`src/bbe_pkg.sv`:
```
// ----------------------------------------------------------------------------
// bbe_pkg: shared types and constants of the edge-aware 3x3 box blur
// Pixel layout, window geometry, divider reciprocals and lane-to-merge types.
// ----------------------------------------------------------------------------
`default_nettype none

package bbe_pkg;

  // Channels: one lane per channel
  localparam int CH_W     = 8;
  localparam int NUM_CH   = 3;
  localparam int CH_RED   = 2;
  localparam int CH_GREEN = 1;
  localparam int CH_BLUE  = 0;

  typedef logic [NUM_CH-1:0][CH_W-1:0] pix_t;

  // 3x3 window, cell index is row * WIN_DIM + column, row 0 oldest
  localparam int WIN_DIM   = 3;
  localparam int WIN_CELLS = WIN_DIM * WIN_DIM;

  // Configuration
  localparam int CFG_W          = 11;
  localparam int FRAME_RST      = 1024;
  localparam int DEF_MAX_WIDTH  = 1024;
  localparam int DEF_MAX_HEIGHT = 1024;

  localparam logic REG_FRAME_WIDTH  = 1'b0;
  localparam logic REG_FRAME_HEIGHT = 1'b1;

  // Mean arithmetic: q = (2*sum + n) / (2*n) via reciprocal multiply
  localparam int SUM_W       = 12;
  localparam int CNT_W       = 4;
  localparam int NUM_W       = 13;
  localparam int RECIP_W     = 18;
  localparam int RECIP_SHIFT = 18;
  localparam int PROD_W      = NUM_W + RECIP_W;

  // Result queue behind the lanes
  localparam int QUEUE_DEPTH = 4;
  localparam int QAW         = $clog2(QUEUE_DEPTH);
  localparam int QCW         = $clog2(QUEUE_DEPTH + 1);

  typedef struct packed {
    logic valid;
    logic frame_end;
  } issue_t;

  typedef struct packed {
    logic frame_end;
    pix_t pix;
  } result_t;

  // ceil(2^18 / (2n)); exact floor division for numerators below 4600
  function automatic logic [RECIP_W-1:0] recip(input logic [CNT_W-1:0] cnt);
    logic [RECIP_W-1:0] m;
    case (cnt)
      CNT_W'(1): m = RECIP_W'(131072);
      CNT_W'(2): m = RECIP_W'(65536);
      CNT_W'(3): m = RECIP_W'(43691);
      CNT_W'(4): m = RECIP_W'(32768);
      CNT_W'(5): m = RECIP_W'(26215);
      CNT_W'(6): m = RECIP_W'(21846);
      CNT_W'(7): m = RECIP_W'(18725);
      CNT_W'(8): m = RECIP_W'(16384);
      CNT_W'(9): m = RECIP_W'(14564);
      default:   m = '0;
    endcase
    return m;
  endfunction

  // Number of cells in the lower-right block starting at (row_lo, col_lo)
  function automatic logic [CNT_W-1:0] cell_count(input logic [1:0] row_lo,
                                                  input logic [1:0] col_lo);
    logic [CNT_W-1:0] rows;
    logic [CNT_W-1:0] cols;
    rows = CNT_W'(2'd3 - row_lo);
    cols = CNT_W'(2'd3 - col_lo);
    return CNT_W'(rows * cols);
  endfunction

endpackage

`default_nettype wire

```
`src/bbe_lane.sv`:
```
// ----------------------------------------------------------------------------
// bbe_lane: one colour channel of the blur
// Masked window sum, then rounded mean by reciprocal multiply; two stages.
// ----------------------------------------------------------------------------
`default_nettype none

module bbe_lane import bbe_pkg::*; (
  input  wire logic                 clk,
  input  wire logic [CH_W-1:0]      chan_in [WIN_CELLS],
  input  wire logic [WIN_CELLS-1:0] mask,
  input  wire logic [CNT_W-1:0]     cnt,
  output logic      [CH_W-1:0]      quot
);

  logic [SUM_W-1:0]   sum;
  logic [NUM_W-1:0]   num_r;
  logic [RECIP_W-1:0] recip_r;
  logic [PROD_W-1:0]  prod_r;

  always_comb begin
    sum = '0;
    for (int i = 0; i < WIN_CELLS; i++) begin
      sum = sum + SUM_W'(mask[i] ? chan_in[i] : '0);
    end
  end

  // numerator 2*sum + n rounds half up after the divide by 2n
  always_ff @(posedge clk) begin
    num_r   <= NUM_W'({sum, 1'b0}) + NUM_W'(cnt);
    recip_r <= recip(cnt);
    prod_r  <= PROD_W'(num_r) * PROD_W'(recip_r);
  end

  assign quot = prod_r[RECIP_SHIFT +: CH_W];

endmodule

`default_nettype wire

```
`config.mk`:
```
export PLATFORM = sky130hd
export DESIGN_NAME = bbe_lane
export DESIGN_NICKNAME = d
export VERILOG_FILES = /design/src/bbe_pkg.sv /design/src/bbe_lane.sv
export SDC_FILE = /design/constraint.sdc
export NUM_CORES = 1
export LEC_CHECK = 0
export BUFFER_PORTS_ARGS = -buffer_cell sky130_fd_sc_hd__buf_4
export CAP_MARGIN = 25
export CORE_MARGIN = 3
export CORE_UTILIZATION = 30
export CTS_CLUSTER_SIZE = 12
export DETAILED_ROUTE_END_ITERATION = 16
export GPL_TIMING_DRIVEN = 0
export PLACE_DENSITY_LB_ADDON = 0.1
export SYNTH_ARGS = -nofsm -noshare
export SYNTH_HDL_FRONTEND = slang
export SYNTH_SLANG_ARGS = --single-unit
```
`constraint.sdc`:
```
create_clock -name clk -period 6.8 [get_ports clk]
set_input_delay 0.68 -clock clk [delete_from_list [all_inputs] [get_ports clk]]
set_output_delay 0.68 -clock clk [all_outputs]
set_load 0.03 [all_outputs]
```
# Yosys cells after proc, flatten, opt, wreduce, memory -nomap -nowiden
# Memories as Yosys holds them, arrays and structs flattened. A register that Yosys moved wholly into a read port is not among the register bits.
# Index checks and enable logic that the tools add are counted.
# totals
reg_bits	39
latch_bits	0
ramBits	0
rom_bits	288
inputBits	86
out_inout_bits	8
word_cells	22
n_memories	1
# op_classes
addsub	9
mul	1
n_div	0
magnitude_cmp	0
n_eq_ne	0
n_shift	0
n_mux	9
n_bitwise	0
reduce_logical	0
# mem_list
name	words	word_bits	read_ports	rd_ports_with_merged_regs	wr	line	rtl
(no name shown)	16	18	1	1	0	bbe_pkg.sv:57	case (cnt)
# op_table
cell	n
2-to-1 mux 8 bit	9
adder 12 x 8 -> 12 bit	4
multiplier 13 x 18 -> 26 bit	1
adder 13 x 4 -> 13 bit	1
adder 11 x 8 -> 12 bit	1
adder 10 x 8 -> 11 bit	1
adder 9 x 8 -> 10 bit	1
adder 8 x 8 -> 9 bit	1

# Depth between registers and ports, before layout
# logic_depth
word_depth	10
depth_mapped	19

# Least setup slack after synthesis
# OpenSTA, ideal clock, no wires.
# synth_timing
path_type	flip-flop to flip-flop
start	reg num_r[4]
end	reg prod_r[24]
setup_time_ns	0.122
arrival_time_ns	5.053
required_ns	6.678
path_slack_ns	1.625
stages_incl_launch_ff	20
path_buffers	3
period_less_slack_ns	5.175
cell_sequence	dfxtp_1 -> clkbuf_1 -> clkbuf_1 -> nand2_1 -> fa_1 -> fa_1 -> inv_1 -> fa_1 -> fa_1 -> inv_1 -> fa_1 -> inv_1 -> ha_1 -> buf_4 -> nand4_2 -> nor3_2 -> and4_4 -> o2111ai_4 -> and2_4 -> a311o_1
# synth_via
elab_chain_len	1
# synth_rtl
item	line	rtl
start: declaration	bbe_lane.sv:16	logic [NUM_W-1:0] num_r;
start signal: assignment	bbe_lane.sv:29	num_r <= NUM_W'({sum, 1'b0}) + NUM_W'(cnt);
multiplier 13 x 18 -> 26 bit	bbe_lane.sv:31	prod_r <= PROD_W'(num_r) * PROD_W'(recip_r);
end signal: assignment	bbe_lane.sv:31	
end: declaration	bbe_lane.sv:18	logic [PROD_W-1:0] prod_r;
# No other way between the ends.

# Final worst setup path
# layout_timing
start	reg num_r[5]
end	reg prod_r[24]
# The elaborated chain is that of the path after synthesis.

==> flow_metrics.tcl <==
set metrics [dict create \
    status "completed" \
    synth_mux_area_frac 0 \
    min_path_cells 1 \
    ir_drop_uv 169.9 \
    grt_pass1_wl_um 43260 \
    worstSetupEndpoint "prod_r[24]$_DFF_P_" \
    cts_root_buf "clkbuf_16" \
    met2_length_um 12560 \
    cts_tree "built" \
    synth_top_family_by_area "adder cells" \
    synth_edf_count 0 \
    clock_sinks 39 \
    drv_slew 0 \
    syn_inst 1108 \
    portBuffers 93 \
    rsz0062_at_grt "false" \
    synth_top_area_cell "fa_1" \
    cp.required_ps 6990 \
    cts_max_level 2 \
    numCtsBuffers 5 \
    hold_path_class "in -> reg" \
    grt_antenna_before_repair 1 \
    total_leakage_power_nw 5.635 \
    postCtsSetupBuffers 0 \
    vias 7111 \
    place_area_um2 11120 \
    power.total_mw 3.544 \
    firstDrtPassIters 5 \
    yosys_warnings 0 \
    via_per_inst 4.325 \
    synth_nets 1487 \
    drt_iter0_markers 201 \
    yosys.area_share.simple 0.1903 \
    gp_congestion 0.7843 \
    crit_path_start "num_r[5]$_DFF_P_" \
    coreArea_um2 31960 \
    routed-wl-met3_um 641 \
    reg2reg_from "num_r[5]$_DFF_P_" \
    totalWireLength_um 25370 \
    finalCritPeriodShare 0.9007 \
    ys_types 48 \
    avgSynthCellArea_um2 8.913 \
    synth_compound_area_frac 0.04536 \
    post-route-min-period_ps 6125 \
    drive_above_1_share 0.09843 \
    synth-seq-area-share 0.07906 \
    maxCapViolations 0 \
    place_ws_ps 598.2 \
    synth-xor-area-share 0.02395 \
    hold_violations 0 \
    die_x_um 187.4 \
    wl_met1_um 11850 \
    finalSetupViolations 0 \
    grt.total_usage 0.1557 \
    boundaryPins 94 \
    finClkSkew_ps 10.77 \
    die_h_um 187.4 \
    ys_ff_latch 39 \
    fmax_ghz 0.1633 \
    synthArstFlopShare 0 \
    ys_top_cells_by_area "fa_1, inv_1, and2_1" \
    maxUsedRoutingLayer "met4" \
    routedWlPerCell_um 15.43 \
    hpwl_um 21850 \
    grt-ovfl-total 0 \
    cts_hold_buffers 0 \
    ant_nets 0 \
    synthFlopType "dfxtp_1" \
    row_count 65 \
    cts-resized-gates 0 \
    relSlewSlack 0.4743 \
    start_util 0.3090 \
    power_density_nw_per_um2 313.8 \
    dpl.cell_count 1636 \
    synthAdderAreaFrac 0.5400 \
    worst_r2r_path_depth 19 \
    r2r_setup_slack_ps 680 \
    syn_area_um2 9876 \
    r2r-end "prod_r[24]$_DFF_P_" \
    crit_type "reg -> reg" \
    start_kind "register" \
    drc_errors 0 \
    n_antenna_cell 0 \
    fp.dieArea_um2 35130 \
    grt_start_max_net_pins 15 \
    crit_arrival_ps 6310 \
    path_max_fanout 10 \
    worst_pin_slew_ps 788.6 \
    netlist_top_cells_count "inv_1, fa_1, nand2_1, and2_1, ha_1" \
    final_nets 1587 \
    crit_path_end_kind "register" \
    first_global_vias 8207 \
    fin_ws_ps 675.4 \
    synth_most_common_cell "inv_1" \
    final_area_um2 11290 \
    clkTransAtPathRegs_ps 70 \
    clock_latency_ps 300 \
    area_delta_synth_final_pct 14.33 \
    finalSetupTns_ps 0 \
    synth.top_cell.area_share 0.4500 \
    clockBufferDepth 2 \
    num-fill-cells 3390 \
    fin_cells 1644 \
]
==> worst min path at each step <==
stage	from	endpoint
2_1_floorplan	cnt[0]	num_r[0]$_DFF_P_
3_5_place_dp	cnt[0]	num_r[0]$_DFF_P_
5_1_grt	cnt[0]	num_r[0]$_DFF_P_
3_3_place_gp	cnt[0]	num_r[0]$_DFF_P_
4_1_cts	cnt[0]	num_r[0]$_DFF_P_
6_report	cnt[0]	num_r[0]$_DFF_P_
==> flip-flops by register name, summed over array words and instances (netlist names) <==
register,count
num_r,13
recip_r,18
prod_r,8
==> logic make-up (layout without fill, tap and decap cells) <==
| kind of cell | Yosys count | in the layout |
|---|---|---|
| buf+inv | 317 | 418 |
| flops | 39 | 39 |
| xor+xnor | 27 | 27 |
| fa+ha+maj | 293 | 293 |
| compound gates | 65 | 65 |
| simple gates | 367 | 367 |
==> per-layer routing <==
layer,GRT usage,vias up
li1,-,3427
met1,0.2103,3588
met2,0.2775,81
met3,0.01068,15
met4,0.02915,0
met5,0,-
==> layout make-up <==
cell class	count	area (um2)	area share
flip-flops and latches	39	780.7	0.06915
inverters	279	1047	0.09275
multi-input cells	752	7896	0.6994
well taps	435	544.3	0.04820
plain buffers	38	151.4	0.01341
clock buffers	5	125.1	0.01108
clock inverters	3	47.55	0.004211
repair buffers	93	698.2	0.06184
==> report_power, final <==
part / internal (mW) / switching (mW) / leakage, nW
Combinational: 1.17 / 1.68 / 5.23
Sequential: 0.313 / 0.0966 / 0.324
Clock: 0.175 / 0.106 / 0.0844
==> through the flow <==
stage,hold WS [ps],util
after floorplan,707.7,-
after global placement,855.4,0.3479
after detailed placement,854.0,0.3479
after CTS,547.1,0.3533
after global routing,551.8,0.3533
final,558.0,0.3533
==> cell usage in the layout, fill, tap and decap left out, drive strengths merged, types with 5 or more instances in the layout <==
cell type / Yosys / layout
a21o: 5 / 5
a21oi: 23 / 23
and2: 146 / 146
buf: 3 / 96
clkbuf: 35 / 40
dfxtp: 39 / 39
fa: 222 / 222
ha: 71 / 71
inv: 279 / 280
nand2: 166 / 166
nand3: 5 / 5
nand4: 6 / 6
nor2: 11 / 11
nor2b: 5 / 5
nor3: 7 / 7
o21ai: 12 / 12
xnor2: 17 / 17
xor2: 10 / 10
==> worst max-delay path, stage by stage, from the launching register on <==
cell and delay (ps):
dfxtp_1 300, clkbuf_1 590, clkbuf_1 520, nand2_1 160, fa_1 510, fa_1 520
inv_1 60, fa_1 490, fa_1 490, inv_1 50, fa_1 470, inv_1 40
ha_1 260, buf_4 150, nand4_2 130, nor3_2 230, and4_4 310, o2111ai_4 180
and2_4 210, a311o_1 340
(Power assumes the default switching activity.)
