--- src/bbe_pkg.sv ---
// ----------------------------------------------------------------------------
// bbe_pkg: shared types and constants of the edge-aware 3x3 box blur
// Pixel layout, window geometry, divider reciprocals and lane-to-merge types.
// ----------------------------------------------------------------------------
`default_nettype none

package bbe_pkg;

  // Channels: one lane per channel
  localparam int CH_W     = 8;
  localparam int NUM_CH   = 3;
  localparam int CH_RED   = 2;
  localparam int CH_GREEN = 1;
  localparam int CH_BLUE  = 0;

  typedef logic [NUM_CH-1:0][CH_W-1:0] pix_t;

  // 3x3 window, cell index is row * WIN_DIM + column, row 0 oldest
  localparam int WIN_DIM   = 3;
  localparam int WIN_CELLS = WIN_DIM * WIN_DIM;

  // Configuration
  localparam int CFG_W          = 11;
  localparam int FRAME_RST      = 1024;
  localparam int DEF_MAX_WIDTH  = 1024;
  localparam int DEF_MAX_HEIGHT = 1024;

  localparam logic REG_FRAME_WIDTH  = 1'b0;
  localparam logic REG_FRAME_HEIGHT = 1'b1;

  // Mean arithmetic: q = (2*sum + n) / (2*n) via reciprocal multiply
  localparam int SUM_W       = 12;
  localparam int CNT_W       = 4;
  localparam int NUM_W       = 13;
  localparam int RECIP_W     = 18;
  localparam int RECIP_SHIFT = 18;
  localparam int PROD_W      = NUM_W + RECIP_W;

  // Result queue behind the lanes
  localparam int QUEUE_DEPTH = 4;
  localparam int QAW         = $clog2(QUEUE_DEPTH);
  localparam int QCW         = $clog2(QUEUE_DEPTH + 1);

  typedef struct packed {
    logic valid;
    logic frame_end;
  } issue_t;

  typedef struct packed {
    logic frame_end;
    pix_t pix;
  } result_t;

  // ceil(2^18 / (2n)); exact floor division for numerators below 4600
  function automatic logic [RECIP_W-1:0] recip(input logic [CNT_W-1:0] cnt);
    logic [RECIP_W-1:0] m;
    case (cnt)
      CNT_W'(1): m = RECIP_W'(131072);
      CNT_W'(2): m = RECIP_W'(65536);
      CNT_W'(3): m = RECIP_W'(43691);
      CNT_W'(4): m = RECIP_W'(32768);
      CNT_W'(5): m = RECIP_W'(26215);
      CNT_W'(6): m = RECIP_W'(21846);
      CNT_W'(7): m = RECIP_W'(18725);
      CNT_W'(8): m = RECIP_W'(16384);
      CNT_W'(9): m = RECIP_W'(14564);
      default:   m = '0;
    endcase
    return m;
  endfunction

  // Number of cells in the lower-right block starting at (row_lo, col_lo)
  function automatic logic [CNT_W-1:0] cell_count(input logic [1:0] row_lo,
                                                  input logic [1:0] col_lo);
    logic [CNT_W-1:0] rows;
    logic [CNT_W-1:0] cols;
    rows = CNT_W'(2'd3 - row_lo);
    cols = CNT_W'(2'd3 - col_lo);
    return CNT_W'(rows * cols);
  endfunction

endpackage

`default_nettype wire

--- src/bbe_merge.sv ---
// ----------------------------------------------------------------------------
// bbe_merge: joins the lane results into output transactions
// Tracks lane latency, queues finished pixels and grants issue credits.
// ----------------------------------------------------------------------------
`default_nettype none

module bbe_merge import bbe_pkg::*; (
  input  wire logic            clk,
  input  wire logic            rst_n,
  input  wire issue_t          issue,
  input  wire logic [CH_W-1:0] quot [NUM_CH],
  output logic                 can_issue,
  output logic                 out_valid,
  input  wire logic            out_ready,
  output pix_t                 out_pix,
  output logic                 out_frame_end
);

  logic           vld_d1_r, vld_d2_r;
  logic           end_d1_r, end_d2_r;
  result_t        q_mem_r [QUEUE_DEPTH];
  logic [QAW-1:0] wr_ptr_r, rd_ptr_r;
  logic [QCW-1:0] fill_r, fill_nxt;
  logic [QCW-1:0] pending_r, pending_nxt;
  logic           push, pop;
  result_t        entry;

  assign push = vld_d2_r;
  assign pop  = out_valid && out_ready;

  always_comb begin
    for (int c = 0; c < NUM_CH; c++) begin
      entry.pix[c] = quot[c];
    end
    entry.frame_end = end_d2_r;
  end

  always_comb begin
    fill_nxt = fill_r;
    if (push && !pop) begin
      fill_nxt = fill_r + 1'b1;
    end else if (pop && !push) begin
      fill_nxt = fill_r - 1'b1;
    end
    // credits cover everything issued and not yet taken
    pending_nxt = pending_r;
    if (issue.valid && !pop) begin
      pending_nxt = pending_r + 1'b1;
    end else if (pop && !issue.valid) begin
      pending_nxt = pending_r - 1'b1;
    end
  end

  always_ff @(posedge clk) begin
    if (!rst_n) begin
      vld_d1_r  <= 1'b0;
      vld_d2_r  <= 1'b0;
      wr_ptr_r  <= '0;
      rd_ptr_r  <= '0;
      fill_r    <= '0;
      pending_r <= '0;
    end else begin
      vld_d1_r  <= issue.valid;
      vld_d2_r  <= vld_d1_r;
      fill_r    <= fill_nxt;
      pending_r <= pending_nxt;
      if (push) begin
        wr_ptr_r <= wr_ptr_r + 1'b1;
      end
      if (pop) begin
        rd_ptr_r <= rd_ptr_r + 1'b1;
      end
    end
  end

  always_ff @(posedge clk) begin
    end_d1_r <= issue.frame_end;
    end_d2_r <= end_d1_r;
    if (push) begin
      q_mem_r[wr_ptr_r] <= entry;
    end
  end

  assign can_issue     = pending_r < QCW'(QUEUE_DEPTH);
  assign out_valid     = fill_r != '0;
  assign out_pix       = q_mem_r[rd_ptr_r].pix;
  assign out_frame_end = q_mem_r[rd_ptr_r].frame_end;

endmodule

`default_nettype wire

--- config.mk ---
export PLATFORM = sky130hd
export DESIGN_NAME = bbe_merge
export DESIGN_NICKNAME = d
export VERILOG_FILES = /design/src/bbe_pkg.sv /design/src/bbe_merge.sv
export SDC_FILE = /design/constraint.sdc
export NUM_CORES = 1
export LEC_CHECK = 0
export BUFFER_PORTS_ARGS = -buffer_cell sky130_fd_sc_hd__buf_2
export CAP_MARGIN = 5
export CORE_MARGIN = 5
export CORE_UTILIZATION = 27
export CTS_CLUSTER_SIZE = 24
export DETAILED_ROUTE_END_ITERATION = 8
export GPL_TIMING_DRIVEN = 0
export PLACE_DENSITY_LB_ADDON = 0.08
export SETUP_SLACK_MARGIN = 0.15
export SYNTH_ARGS = -nofsm -noshare
export SYNTH_HDL_FRONTEND = slang
export SYNTH_SLANG_ARGS = --single-unit
--- constraint.sdc ---
create_clock -name clk -period 1.74 [get_ports clk]
set_input_delay 0 -clock clk [delete_from_list [all_inputs] [get_ports clk]]
set_output_delay 0 -clock clk [all_outputs]
set_load 0.01 [all_outputs]
### Yosys cells after proc, flatten, opt, wreduce, memory -nomap -nowiden

Memory sizes are Yosys's and may differ from the RTL's. A register that Yosys moved wholly into a read port is not among the register bits.
Index checks and enable logic that the tools add are counted.

* register bits after elaboration: 14
* bits in writable memories: 100
* bits of input ports: 29
* output and inout port bits: 27
* word-level logic and storage cells: 35
* memories kept: 1

Memory list
* q_mem_r: words 4, width 25, read ports 1, clocked after Yosys merged registers in 1, write ports 1, RTL line bbe_merge.sv:21 `result_t q_mem_r [QUEUE_DEPTH];`

* $add $sub $neg: 6
* order comparisons: 1
* multiplexer cells: 8
* reduce and logical (&&, ||, !) cells: 11

Operator list (number)
* 3-bit two-way mux: 4
* 3-bit by 1-bit adder with 3-bit output, second input constant: 2
* 3-bit by 1-bit subtractor with 3-bit output, second input constant: 2
* 1-bit logical AND: 5
* 2-bit by 1-bit adder with 2-bit output, second input constant: 2
* 2-bit two-way mux: 2
* 2-bit nonzero test: 2
* 1-bit logical NOT: 3
* 3-bit less-than comparator, second input constant: 1
* 3-bit nonzero test: 1
* 1-bit two-way mux: 2

### Logic depth before layout (Yosys ltp)

Gate-level depths: netlist (run 1).

* depth after elaboration: 5
* depth in mapped cells: 7
* mapped depth without buffers: 7

### Worst setup path before layout (run 1)

Ideal clock, no wire load.

* path kind: reg-to-reg
* start: register fill_r[0]
* end: register pending_r[2]
* library setup time: 0.076 ns
* arrival: 1.844 ns
* slack: -0.179 ns
* stages on the path, launching flop included: 8
* period minus slack after synthesis: 1.919 ns
* cell sequence: dfxtp_1 o31ai_4 ha_1 inv_1 fa_1 xor2_1 or3_1 a21boi_0

* cells in the longest elaborated chain, start to end: 5

RTL lines
* from (decl): RTL line bbe_merge.sv:23 `logic [QCW-1:0] fill_r, fill_nxt;`
* from (signal assigned): RTL line bbe_merge.sv:65 `fill_r <= fill_nxt;`
* 3-bit nonzero test *: RTL line bbe_merge.sv:85 `assign out_valid = fill_r != '0;`
* 1-bit logical AND *: RTL line bbe_merge.sv:29 `assign pop = out_valid && out_ready;`
* 1-bit logical NOT: RTL line bbe_merge.sv:47 `if (issue.valid && !pop) begin`
* 1-bit logical AND: RTL line bbe_merge.sv:47
* 3-bit two-way mux / 2-bit nonzero test (equally long branches)
* to (signal assigned): RTL line bbe_merge.sv:66 `pending_r <= pending_nxt;`
* to (decl): RTL line bbe_merge.sv:24 `logic [QCW-1:0] pending_r, pending_nxt;`

Every way passes the cells marked *; elsewhere a longest branch is shown, timed or not.
A chain may end at the register's enable or synchronous reset.

### Worst setup path in the final report (run 1)

Ends and elaborated chain as after synthesis.

==> impl_metrics.tcl, run 1 <==
set metrics [dict create \
    worst_slack_ns -0.154 \
    num_antenna_cells 0 \
    routed_wl_mm 8.66 \
    drt-met1-wl_mm 3.82 \
    drive_gt1_share_pct 43.0 \
    relSlewSlack_pct 70.3 \
    fmax_mhz 528 \
    hold-worst-slack_ns 0.0789 \
    ys_warn_count 0 \
    pwr-share-clk_pct 34.4 \
    cts_buffer_depth 2 \
    place.gp.congestion 0.632 \
    crit_fanout 3 \
    cts.clk_slew.worst_paths_ns 0.05 \
    start_util_pct 27.5 \
    ir_drop_mv 0.783 \
    cp_data_arrival_time_ns 2.23 \
    tns_ns -0.335 \
    dieArea_um2 18900 \
    instances_no_fill 539 \
    drt-pass1-iter-count 4 \
    drt_iter0_markers 65 \
    highest_layer "met4" \
    total_power_mw 8.90 \
    wire_per_inst_um 16.1 \
    routed-wl-met3_um 358 \
    cts_tree "built" \
    cap_viol_max_count 0 \
    grt_first_pass_wirelength_mm 13.3 \
    fp.coreArea_um2 15900 \
    netSwitchingFraction_pct 24.1 \
    numCtsBuffers 17 \
    placed_cells 466 \
    met2_length_mm 4.28 \
    insertion_delay_ns 0.41 \
    cp.required_ns 2.07 \
    synth_seq_cells 116 \
    io_pins 56 \
    vias_per_cell 3.99 \
    grtUsageTotal_pct 10.1 \
    grt_pass1_vias 2422 \
    setup_viol 6 \
    grt_antenna_before_repair 0 \
    avgSynthCellArea_um2 22.4 \
    cts_num_sinks 116 \
    rsz0062_at_grt "true" \
    htree_levels 4 \
    drt.antenna.violating_nets 0 \
    hold_violations 0 \
    synth-seq-area-share_pct 76.0 \
    seqPwrFrac_pct 36.8 \
    fin_skew_ns 0.00736 \
    drc_errors 0 \
    clockRootBuffer "clkbuf_16" \
    grt-ovfl-total 0 \
    outcome "finished with violations" \
    syn-cell-area_um2 4380 \
    synthCells 195 \
    hpwl_mm 5.07 \
    syn_nets 232 \
    fin_crit_sh_pct 109 \
    switchingPower_mw 2.15 \
    hold_class "in -> reg" \
    die_w_um 137 \
    die_y_um 137 \
    utilization_pct 38.3 \
    ys_types 22 \
    violations "setup timing" \
    num-nets-final 347 \
    start_kind "flop" \
    p_comb_share_pct 28.8 \
    p_leak_nw 2.12 \
    vias 2149 \
    grt_max_degree 26 \
    p_int_mw 6.76 \
    cp-end-kind "flop" \
    io_buffers 55 \
    p_per_area_nw_per_um2 1460 \
    path_class "reg -> reg" \
    tightest_slew_ns 0.445 \
    area_growth_pct 39.1 \
    slew_violations 0 \
    finalCriticalPeriod_ns 1.89 \
    std_cell_rows 46 \
]
[registers in the layout (all words and copies together) (netlist names), named ones only]
signal and count:
push 1, q_mem_r 100, end_d2_r 1, rd_ptr_r 2
wr_ptr_r 2, end_d1_r 1, vld_d1_r 1, pending_r 3
fill_r 3
[per-stage QoR]
stage          area (µm²)  setup slack, ns
2_1_floorplan        4390          -0.0858
3_3_place_gp         4930           -0.483
3_5_place_dp         4940           -0.243
4_1_cts              6030           -0.172
5_1_grt              6080           -0.283
6_report             6080           -0.154
[layout make-up]
cell class	count	area [µm²]
plain buffers	7	91.3
clock buffers	25	465
clock inverters	7	57.6
fillers	1498	9800
inverters	5	18.8
multi-input cells	67	965
flip-flops and latches	116	3330
well taps	216	270
repair buffers	96	883
[Yosys cell counts]
master | n | area (µm²)
a21boi_0 | 2 | 15.0
and2_1 | 12 | 75.1
buf_12 | 2 | 40.0
buf_2 | 2 | 10.0
buf_6 | 1 | 11.3
clkbuf_1 | 1 | 3.75
clkbuf_2 | 1 | 5.00
dfxtp_1 | 16 | 320
edfxtp_1 | 100 | 3000
fa_1 | 2 | 40.0
ha_1 | 6 | 75.1
inv_1 | 5 | 18.8
mux2i_1 | 3 | 30.0
mux4_1 | 5 | 131
mux4_2 | 20 | 450
nor2b_1 | 3 | 18.8
o21ai_0 | 2 | 10.0
o311ai_2 | 1 | 16.3
o31ai_4 | 1 | 21.3
or3_1 | 3 | 18.8
xnor2_1 | 4 | 35.0
xor2_1 | 3 | 26.3
[placed cells by master (no fill, tap or decap), drive strengths merged, types with 3 or more instances in the layout]
master       count
and2            12
buf             74
clkbuf          27
clkinv           6
dfxtp           16
dlygate4sd3     27
edfxtp         100
ha               6
inv              5
mux2i            3
mux4            25
nor2b            3
or3              3
xnor2            4
xor2             3
[what timing repair did]
item / CTS / global route
pin swaps: 2 / 0
buffers inserted: 10 / 2
hold endpoints to repair: 101 / 0
gates cloned: 2 / 0
hold buffers: 27 / 0
endpoints found under the setup margin: 129 / 29
resized for setup: 42 / 7
[cell families (layout without fill, tap and decap cells)]
logic type | after synthesis | in the layout | synth area share [%]
buffers and inverters | 12 | 140 | 2.03
and+or+nand+nor | 18 | 18 | 2.57
xor gates and xnor gates | 7 | 7 | 1.40
AOI/OAI and AO/OA | 6 | 6 | 1.43
adders and majority gates | 8 | 8 | 2.63
muxes | 28 | 28 | 14.0
DFF | 116 | 116 | 76.0
[worst max-delay path, stage by stage, from the launching register on]
cell	delay, ns
dfxtp_4	0.34
o31ai_4	0.29
ha_2	0.25
inv_2	0.04
fa_2	0.33
xor2_1	0.15
or3_1	0.31
a21boi_1	0.13
[layer usage]
metal	up-vias	GRT usage, %
li1	1011	-
met1	1077	12.2
met2	45	15.6
met3	16	3.87
met4	0	5.32
met5	-	0
[path summary, 6_finish.rpt]
path | slack [ns] | to | cells past startpoint | start
worst max-delay path | -0.15 | pending_r[2] | 7 | fill_r[0]
worst min-delay path | 0.08 | flop | 4 | out_ready
worst max register to register | -0.15 | pending_r[2] | 7 | fill_r[0]
worst min register to register | 0.34 | end_d2_r | 0 | end_d1_r
[power by group through the flow]
stage | combinational [mW] | clock [mW] | sequential [mW]
4_1_cts | 2.54 | 3.16 | 3.28
2_1_floorplan | 1.24 | 0 | 3.32
3_5_place_dp | 1.76 | 0 | 3.34
5_1_grt | 2.79 | 3.30 | 3.30
6_report | 2.57 | 3.06 | 3.28
3_3_place_gp | 1.75 | 0 | 3.34
Note: power is estimated with default switching activity, not from simulation.
==> run 2: changes to the inputs <==
--- a/config.mk
+++ b/config.mk
@@ -5,9 +5,10 @@
 export SDC_FILE = /design/constraint.sdc
 export NUM_CORES = 1
 export LEC_CHECK = 0
+export ABC_AREA = 1
 export BUFFER_PORTS_ARGS = -buffer_cell sky130_fd_sc_hd__buf_2
 export CAP_MARGIN = 5
-export CORE_MARGIN = 5
+export CORE_MARGIN = 2
 export CORE_UTILIZATION = 27
 export CTS_CLUSTER_SIZE = 24
 export DETAILED_ROUTE_END_ITERATION = 8
@@ -17,3 +18,4 @@
 export SYNTH_ARGS = -nofsm -noshare
 export SYNTH_HDL_FRONTEND = slang
 export SYNTH_SLANG_ARGS = --single-unit
+export TNS_END_PERCENT = 30
==> run 2 against run 1 <==
  * The run now ends clean
  * Highest routed layer unchanged
  * Clock-buffer cell count down 8
  * Sequential power decreased by 2%
  * Largest cell class unchanged
  * Critical endpoint unchanged
  * Synthesized cell count is 72% higher
  * Core utilization grew 0.33 points
  * Die area decreased by 5.4%
  * Synthesized area rose by 3.5%
==> impl_metrics.tcl, run 2 <==
set metrics [dict create \
    finalCriticalPeriod_ns 1.63 \
    synth-seq-area-share_pct 73.3 \
    drt.antenna.violating_nets 0 \
    rsz0062_at_grt "true" \
    dieArea_um2 17800 \
    slew_violations 0 \
    yosysTopAreaCell "edfxtp_1" \
    ys_warn_count 0 \
    nFillCells 1595 \
    hpwl_mm 6.31 \
    area_growth_pct 40.4 \
    syn_nets 372 \
    start_kind "flop" \
    yosysMostFrequentCell "edfxtp_1" \
    hold-worst-slack_ns 0.0493 \
    num-nets-final 492 \
    netlist_top_cells_area "edfxtp_1 (66%), dfxtp_1 (7.1%), nor2_1 (4.9%), o21ai_2 (3.9%), o22ai_1 (3.3%)" \
    p_per_area_nw_per_um2 1310 \
    insertion_delay_ns 0.40 \
    drive_gt1_share_pct 37.0 \
    cap_viol_max_count 0 \
    mostFrequentLayoutCells "edfxtp_1 (100), nor2_1 (58), buf_2 (56)" \
    instances_no_fill 688 \
    cp_data_arrival_time_ns 1.94 \
    regMostFlops "q_mem_r" \
    cts_tree "built" \
    vias 2926 \
    regArea_um2 3330 \
    num_antenna_cells 0 \
    tightest_slew_ns 0.424 \
    cts.clk_slew.worst_paths_ns 0.05 \
    start_util_pct 27.5 \
    total_power_mw 8.34 \
    avgSynthCellArea_um2 13.5 \
    setup_viol 0 \
    grt_max_degree 19 \
    p_leak_nw 2.33 \
    fmax_mhz 612 \
    drt-met1-wl_mm 5.07 \
    die_w_um 134 \
    cts_buffer_depth 2 \
    wire_per_inst_um 16.6 \
    place.gp.congestion 0.699 \
    routed-wl-met3_um 568 \
    worst_slack_ns 0.107 \
    hold_violations 0 \
    utilization_pct 38.6 \
    p_int_mw 6.08 \
    grt_first_pass_wirelength_mm 17.0 \
    cts_num_sinks 116 \
    final_common_cell "edfxtp_1" \
    hold_class "in -> reg" \
    drt_iter0_markers 153 \
    drc_errors 0 \
    path_class "reg -> reg" \
    ys_types 19 \
    io_buffers 55 \
    dpl_cell_area_um2 5110 \
    relSlewSlack_pct 71.7 \
    routed_wl_mm 11.4 \
    synthFlopType "edfxtp_1" \
    grtUsageTotal_pct 13.4 \
    grt_antenna_before_repair 0 \
    p_comb_share_pct 23.1 \
    largest_reg_flops 100 \
    pre_cts_slack_ns -0.230 \
    ir_drop_mv 0.755 \
    seqPwrFrac_pct 38.5 \
    switchingPower_mw 2.26 \
    synth_seq_cells 116 \
    synthCells 335 \
    grt_pass1_vias 2931 \
    fin_skew_ns 0.00391 \
    die_y_um 134 \
    yosys-top-cells-count "edfxtp_1 (100), nor2_1 (59), o21ai_1 (25), o22ai_1 (24)" \
    cp.required_ns 2.04 \
    tns_ns 0 \
    outcome "finished clean" \
    multiInputGateArea_um2 1100 \
    synthArstFlopShare_pct 0 \
    placed_cells 611 \
    drt-pass1-iter-count 4 \
    syn-cell-area_um2 4530 \
    yosysTopAreaCellShare_pct 66.3 \
    std_cell_rows 47 \
    htree_levels 4 \
    design_area_um2 6360 \
    vias_per_cell 4.25 \
    grt-ovfl-total 0 \
    highest_layer "met4" \
    clockRootBuffer "clkbuf_16" \
    crit_fanout 3 \
    top_regs "q_mem_r: 100 flops, fill_r: 3 flops, pending_r: 3 flops" \
    pwr-share-clk_pct 38.4 \
    netSwitchingFraction_pct 27.1 \
    io_pins 56 \
    synth_edf_count 100 \
    fin_crit_sh_pct 93.9 \
    cp-end-kind "flop" \
    fp.coreArea_um2 16500 \
    met2_length_mm 5.64 \
    numCtsBuffers 17 \
]
[run 2: cell count changes after synthesis, moves of 20 or more]
| cell | delta |
|---|---|
| o21ai_1 | +25 |
| nor2_1 | +59 |
| o21ai_2 | +20 |
| nand2_1 | +21 |
| mux4_2 | -20 |
| o22ai_1 | +24 |
[run 2: area by class of cell]
| cell class | instances | share of cell area, % |
|---|---|---|
| flip-flops and latches | 116 | 52.4 |
| clock inverters | 15 | 1.91 |
| repair inverters | 3 | 0.354 |
| well taps | 220 | 4.33 |
| clock buffers | 17 | 6.69 |
| plain buffers | 16 | 3.52 |
| inverters | 23 | 1.91 |
| multi-input cells | 180 | 17.3 |
| repair buffers | 98 | 11.6 |
[run 2: path summary, 6_finish.rpt]
path | start | to | slack (ns) | depth (start not counted)
setup / recovery | fill_r[1] | pending_r[2] | 0.11 | 12
hold / removal | out_ready | fill_r[0] | 0.05 | 4
setup reg to reg | fill_r[1] | pending_r[2] | 0.11 | 12
hold reg to reg | end_d1_r | end_d2_r | 0.33 | 0
[run 2: layer usage]
layer	track usage [%]	vias up
li1	-	1449
met1	16.5	1410
met2	21.8	59
met3	4.45	8
met4	5.20	0
met5	0	-
[run 2: power by group through the flow]
stage / Clock [mW] / Combinational, mW / Sequential (mW)
finish: 3.20 / 1.93 / 3.21
global route: 3.42 / 2.12 / 3.21
CTS: 3.29 / 1.63 / 3.19
detailed placement: 0 / 1.49 / 3.24
global placement: 0 / 1.46 / 3.24
floorplan: 0 / 0.925 / 3.23
[run 2: worst max-delay path, stage by stage (launching register included)]
cell	delay, ns
dfxtp_4	0.35
nor2_4	0.11
nand2_2	0.09
nand2_4	0.11
ha_4	0.15
inv_4	0.04
fa_2	0.37
inv_2	0.07
nand2_2	0.04
nand3_2	0.06
nand2_1	0.05
nand2_1	0.06
nor2_1	0.04
[run 2: kinds of logic after synthesis]
| kind of cell | Yosys count | synth area share (%) |
|---|---|---|
| AO/OA/AOI/OAI | 88 | 12.2 |
| adder cells (fa/ha/maj) | 8 | 2.54 |
| buffers and inverters | 39 | 4.83 |
| flip-flops | 116 | 73.3 |
| AND/OR/NAND/NOR | 84 | 7.07 |
[run 2: timing repair]
| item | in CTS | in global routing |
|---|---|---|
| pin swaps | 1 | 14 |
| setup buffers | 3 | 7 |
| setup endpoints to repair | 122 | 52 |
| resized for setup | 26 | 50 |
| hold endpoints to repair | 104 | 0 |
| hold buffers | 30 | 0 |
| gates cloned | 3 | 2 |
==> run 3: changes to the inputs <==
--- a/config.mk
+++ b/config.mk
@@ -8,11 +8,13 @@
 export ABC_AREA = 1
 export BUFFER_PORTS_ARGS = -buffer_cell sky130_fd_sc_hd__buf_2
 export CAP_MARGIN = 5
+export CORE_ASPECT_RATIO = 0.75
 export CORE_MARGIN = 2
 export CORE_UTILIZATION = 27
 export CTS_CLUSTER_SIZE = 24
 export DETAILED_ROUTE_END_ITERATION = 8
 export GPL_TIMING_DRIVEN = 0
+export HOLD_SLACK_MARGIN = 0.06
 export PLACE_DENSITY_LB_ADDON = 0.08
 export SETUP_SLACK_MARGIN = 0.15
 export SYNTH_ARGS = -nofsm -noshare
==> constraint.sdc (replaced) <==
create_clock -name clk -period 1.74 [get_ports clk]
set_input_delay 0.087 -clock clk [delete_from_list [all_inputs] [get_ports clk]]
set_output_delay 0.087 -clock clk [all_outputs]
set_load 0.01 [all_outputs]
==> run 3 against run 2 <==
  * Clock power rose by 6%
  * Clock-buffer cell count rose by 2
  * Power rose by 5.9%
  * Via count rose by 1.4%
  * Critical endpoint is now out_pix[15]
  * Largest cell class unchanged
==> impl_metrics.tcl, run 3 (synthesis gave the netlist of run 2 again) <==
set metrics [dict create \
    outcome "finished clean" \
    start_util_pct 27.9 \
    insertion_delay_ns 0.42 \
    cap_viol_max_count 0 \
    total_power_mw 8.83 \
    drc_errors 0 \
    cp_top_family "buffers and inverters" \
    path_buf_inv 4 \
    multiInputGateArea_um2 1290 \
    grt-ovfl-total 0 \
    nFillCells 1545 \
    r2r_end "pending_r[2]" \
    wire_per_inst_um 16.7 \
    grt_max_degree 19 \
    final_common_cell "edfxtp_1" \
    slew_violations 0 \
    fp.coreArea_um2 16200 \
    max_stage_delay_ns 0.33 \
    utilization_pct 41.6 \
    top_regs "q_mem_r: 100 flops, fill_r: 3 flops, pending_r: 3 flops" \
    hpwl_mm 6.40 \
    cpMaxStageDelayCell "dfxtp_2" \
    critical_path.endpoint "out_pix[15]" \
    finalCriticalPeriod_ns 1.67 \
    cp_data_arrival_time_ns 1.58 \
    hold-worst-slack_ns 0.118 \
    regArea_um2 3340 \
    largest_reg_flops 100 \
    fmax_mhz 600 \
    cts_num_sinks 116 \
    hold_violations 0 \
    cp-end-kind "output pin" \
    routed_wl_mm 11.3 \
    instances_no_fill 679 \
    ir_drop_mv 0.666 \
    grt_first_pass_wirelength_mm 16.3 \
    io_buffers 55 \
    area_growth_pct 48.7 \
    grtUsageTotal_pct 12.9 \
    p_leak_nw 2.43 \
    cts.clk_slew.worst_paths_ns 0.05 \
    p_per_area_nw_per_um2 1310 \
    num-nets-final 493 \
    grt_pass1_vias 2844 \
    relSlewSlack_pct 75.2 \
    placed_cells 601 \
    clockRootBuffer "clkbuf_16" \
    io_pins 56 \
    cp.required_ns 1.65 \
    cts_buffer_depth 2 \
    place.gp.congestion 0.720 \
    setup_viol 0 \
    hold_class "in -> reg" \
    tightest_slew_ns 0.370 \
    std_cell_rows 40 \
    r2r_cells 12 \
    r2r-start "fill_r[1]" \
    die_w_um 154 \
    die_y_um 116 \
    fin_crit_sh_pct 95.8 \
    worstSetupPathDepth 6 \
    rsz0062_at_grt "true" \
    rrSetupSlack_ns 0.09 \
    drt_iter0_markers 131 \
    drt.antenna.violating_nets 0 \
    num_antenna_cells 0 \
    vias_per_cell 4.37 \
    design_area_um2 6740 \
    dieArea_um2 17800 \
    regMostFlops "q_mem_r" \
    fin_skew_ns 0.00871 \
    mostFrequentLayoutCells "edfxtp_1 (100), buf_2 (55), nor2_1 (44)" \
    start_kind "flop" \
    drt-pass1-iter-count 4 \
    crit_chain "buf_12 -> clkinv_16 -> buf_12 -> o21ai_2 -> o22ai_2 -> buf_2" \
    htree_levels 4 \
    crit_top_cell "buf_12" \
    drive_gt1_share_pct 42.9 \
    cts_tree "built" \
    dpl_cell_area_um2 5090 \
    crit_fanout 9 \
    vias 2968 \
    numCtsBuffers 17 \
    path_class "reg -> out" \
    grt_antenna_before_repair 0 \
]
==> run 3: final cells by class <==
class	instances	share of cell area [%]
Buffer	16	4.07
Clock buffer	19	6.43
Clock inverter	13	2.08
Inverter	23	2.04
Multi-Input combinational cell	180	19.1
Sequential cell	116	49.5
Tap cell	210	3.90
Timing Repair Buffer	99	12.5
Timing Repair inverter	3	0.334
==> run 3: worst min-delay path by stage <==
stage / start / end / slack, ns / depth (start not counted)
global route: out_ready / fill_r[0] / 0.12 / 4
finish: out_ready / fill_r[0] / 0.12 / 4
CTS: out_ready / fill_r[0] / 0.16 / 4
floorplan: issue[0] / end_d1_r / 0.11 / 0
detailed placement: issue[0] / end_d1_r / 0.20 / 1
global placement: issue[0] / end_d1_r / 0.19 / 1
==> run 3: timing repair <==
item	4_1_cts	5_1_grt
setup endpoints to repair	122	72
hold buffers	30	0
setup buffers	3	4
pin swaps	11	25
endpoints found under the hold margin	103	0
resized for setup	70	63
cloned	3	6
==> run 3: worst reg2reg max path, delay by kind of cell, from the launching register on <==
family / cells / cell delay, ns
buf+inv: 2 / 0.09
simple gates: 8 / 0.59
fa+ha+maj: 2 / 0.51
flops: 1 / 0.35
==> run 3: per-layer routing <==
metal / vias up / global-route usage, % / part of all wire [%]
met5: - / 0 / 0
li1: 1457 / - / -
met2: 60 / 20.3 / 47
met1: 1438 / 16.5 / 47
met3: 13 / 5.05 / 4.5
met4: 0 / 4.04 / 1.3
==> run 3: report_power, final <==
part / switching [mW] / internal [mW]
clock: 1.17 / 2.21
sequential: 0.0747 / 3.13
combinational: 1.16 / 1.09
==> run 3: through the flow <==
step,setup TNS [ns],setup slack (ns)
finish,0,0.0729
CTS,0,0.0528
floorplan,0,0.143
global route,-0.0325,-0.0307
global placement,-23.82,-0.326
detailed placement,-15.57,-0.237
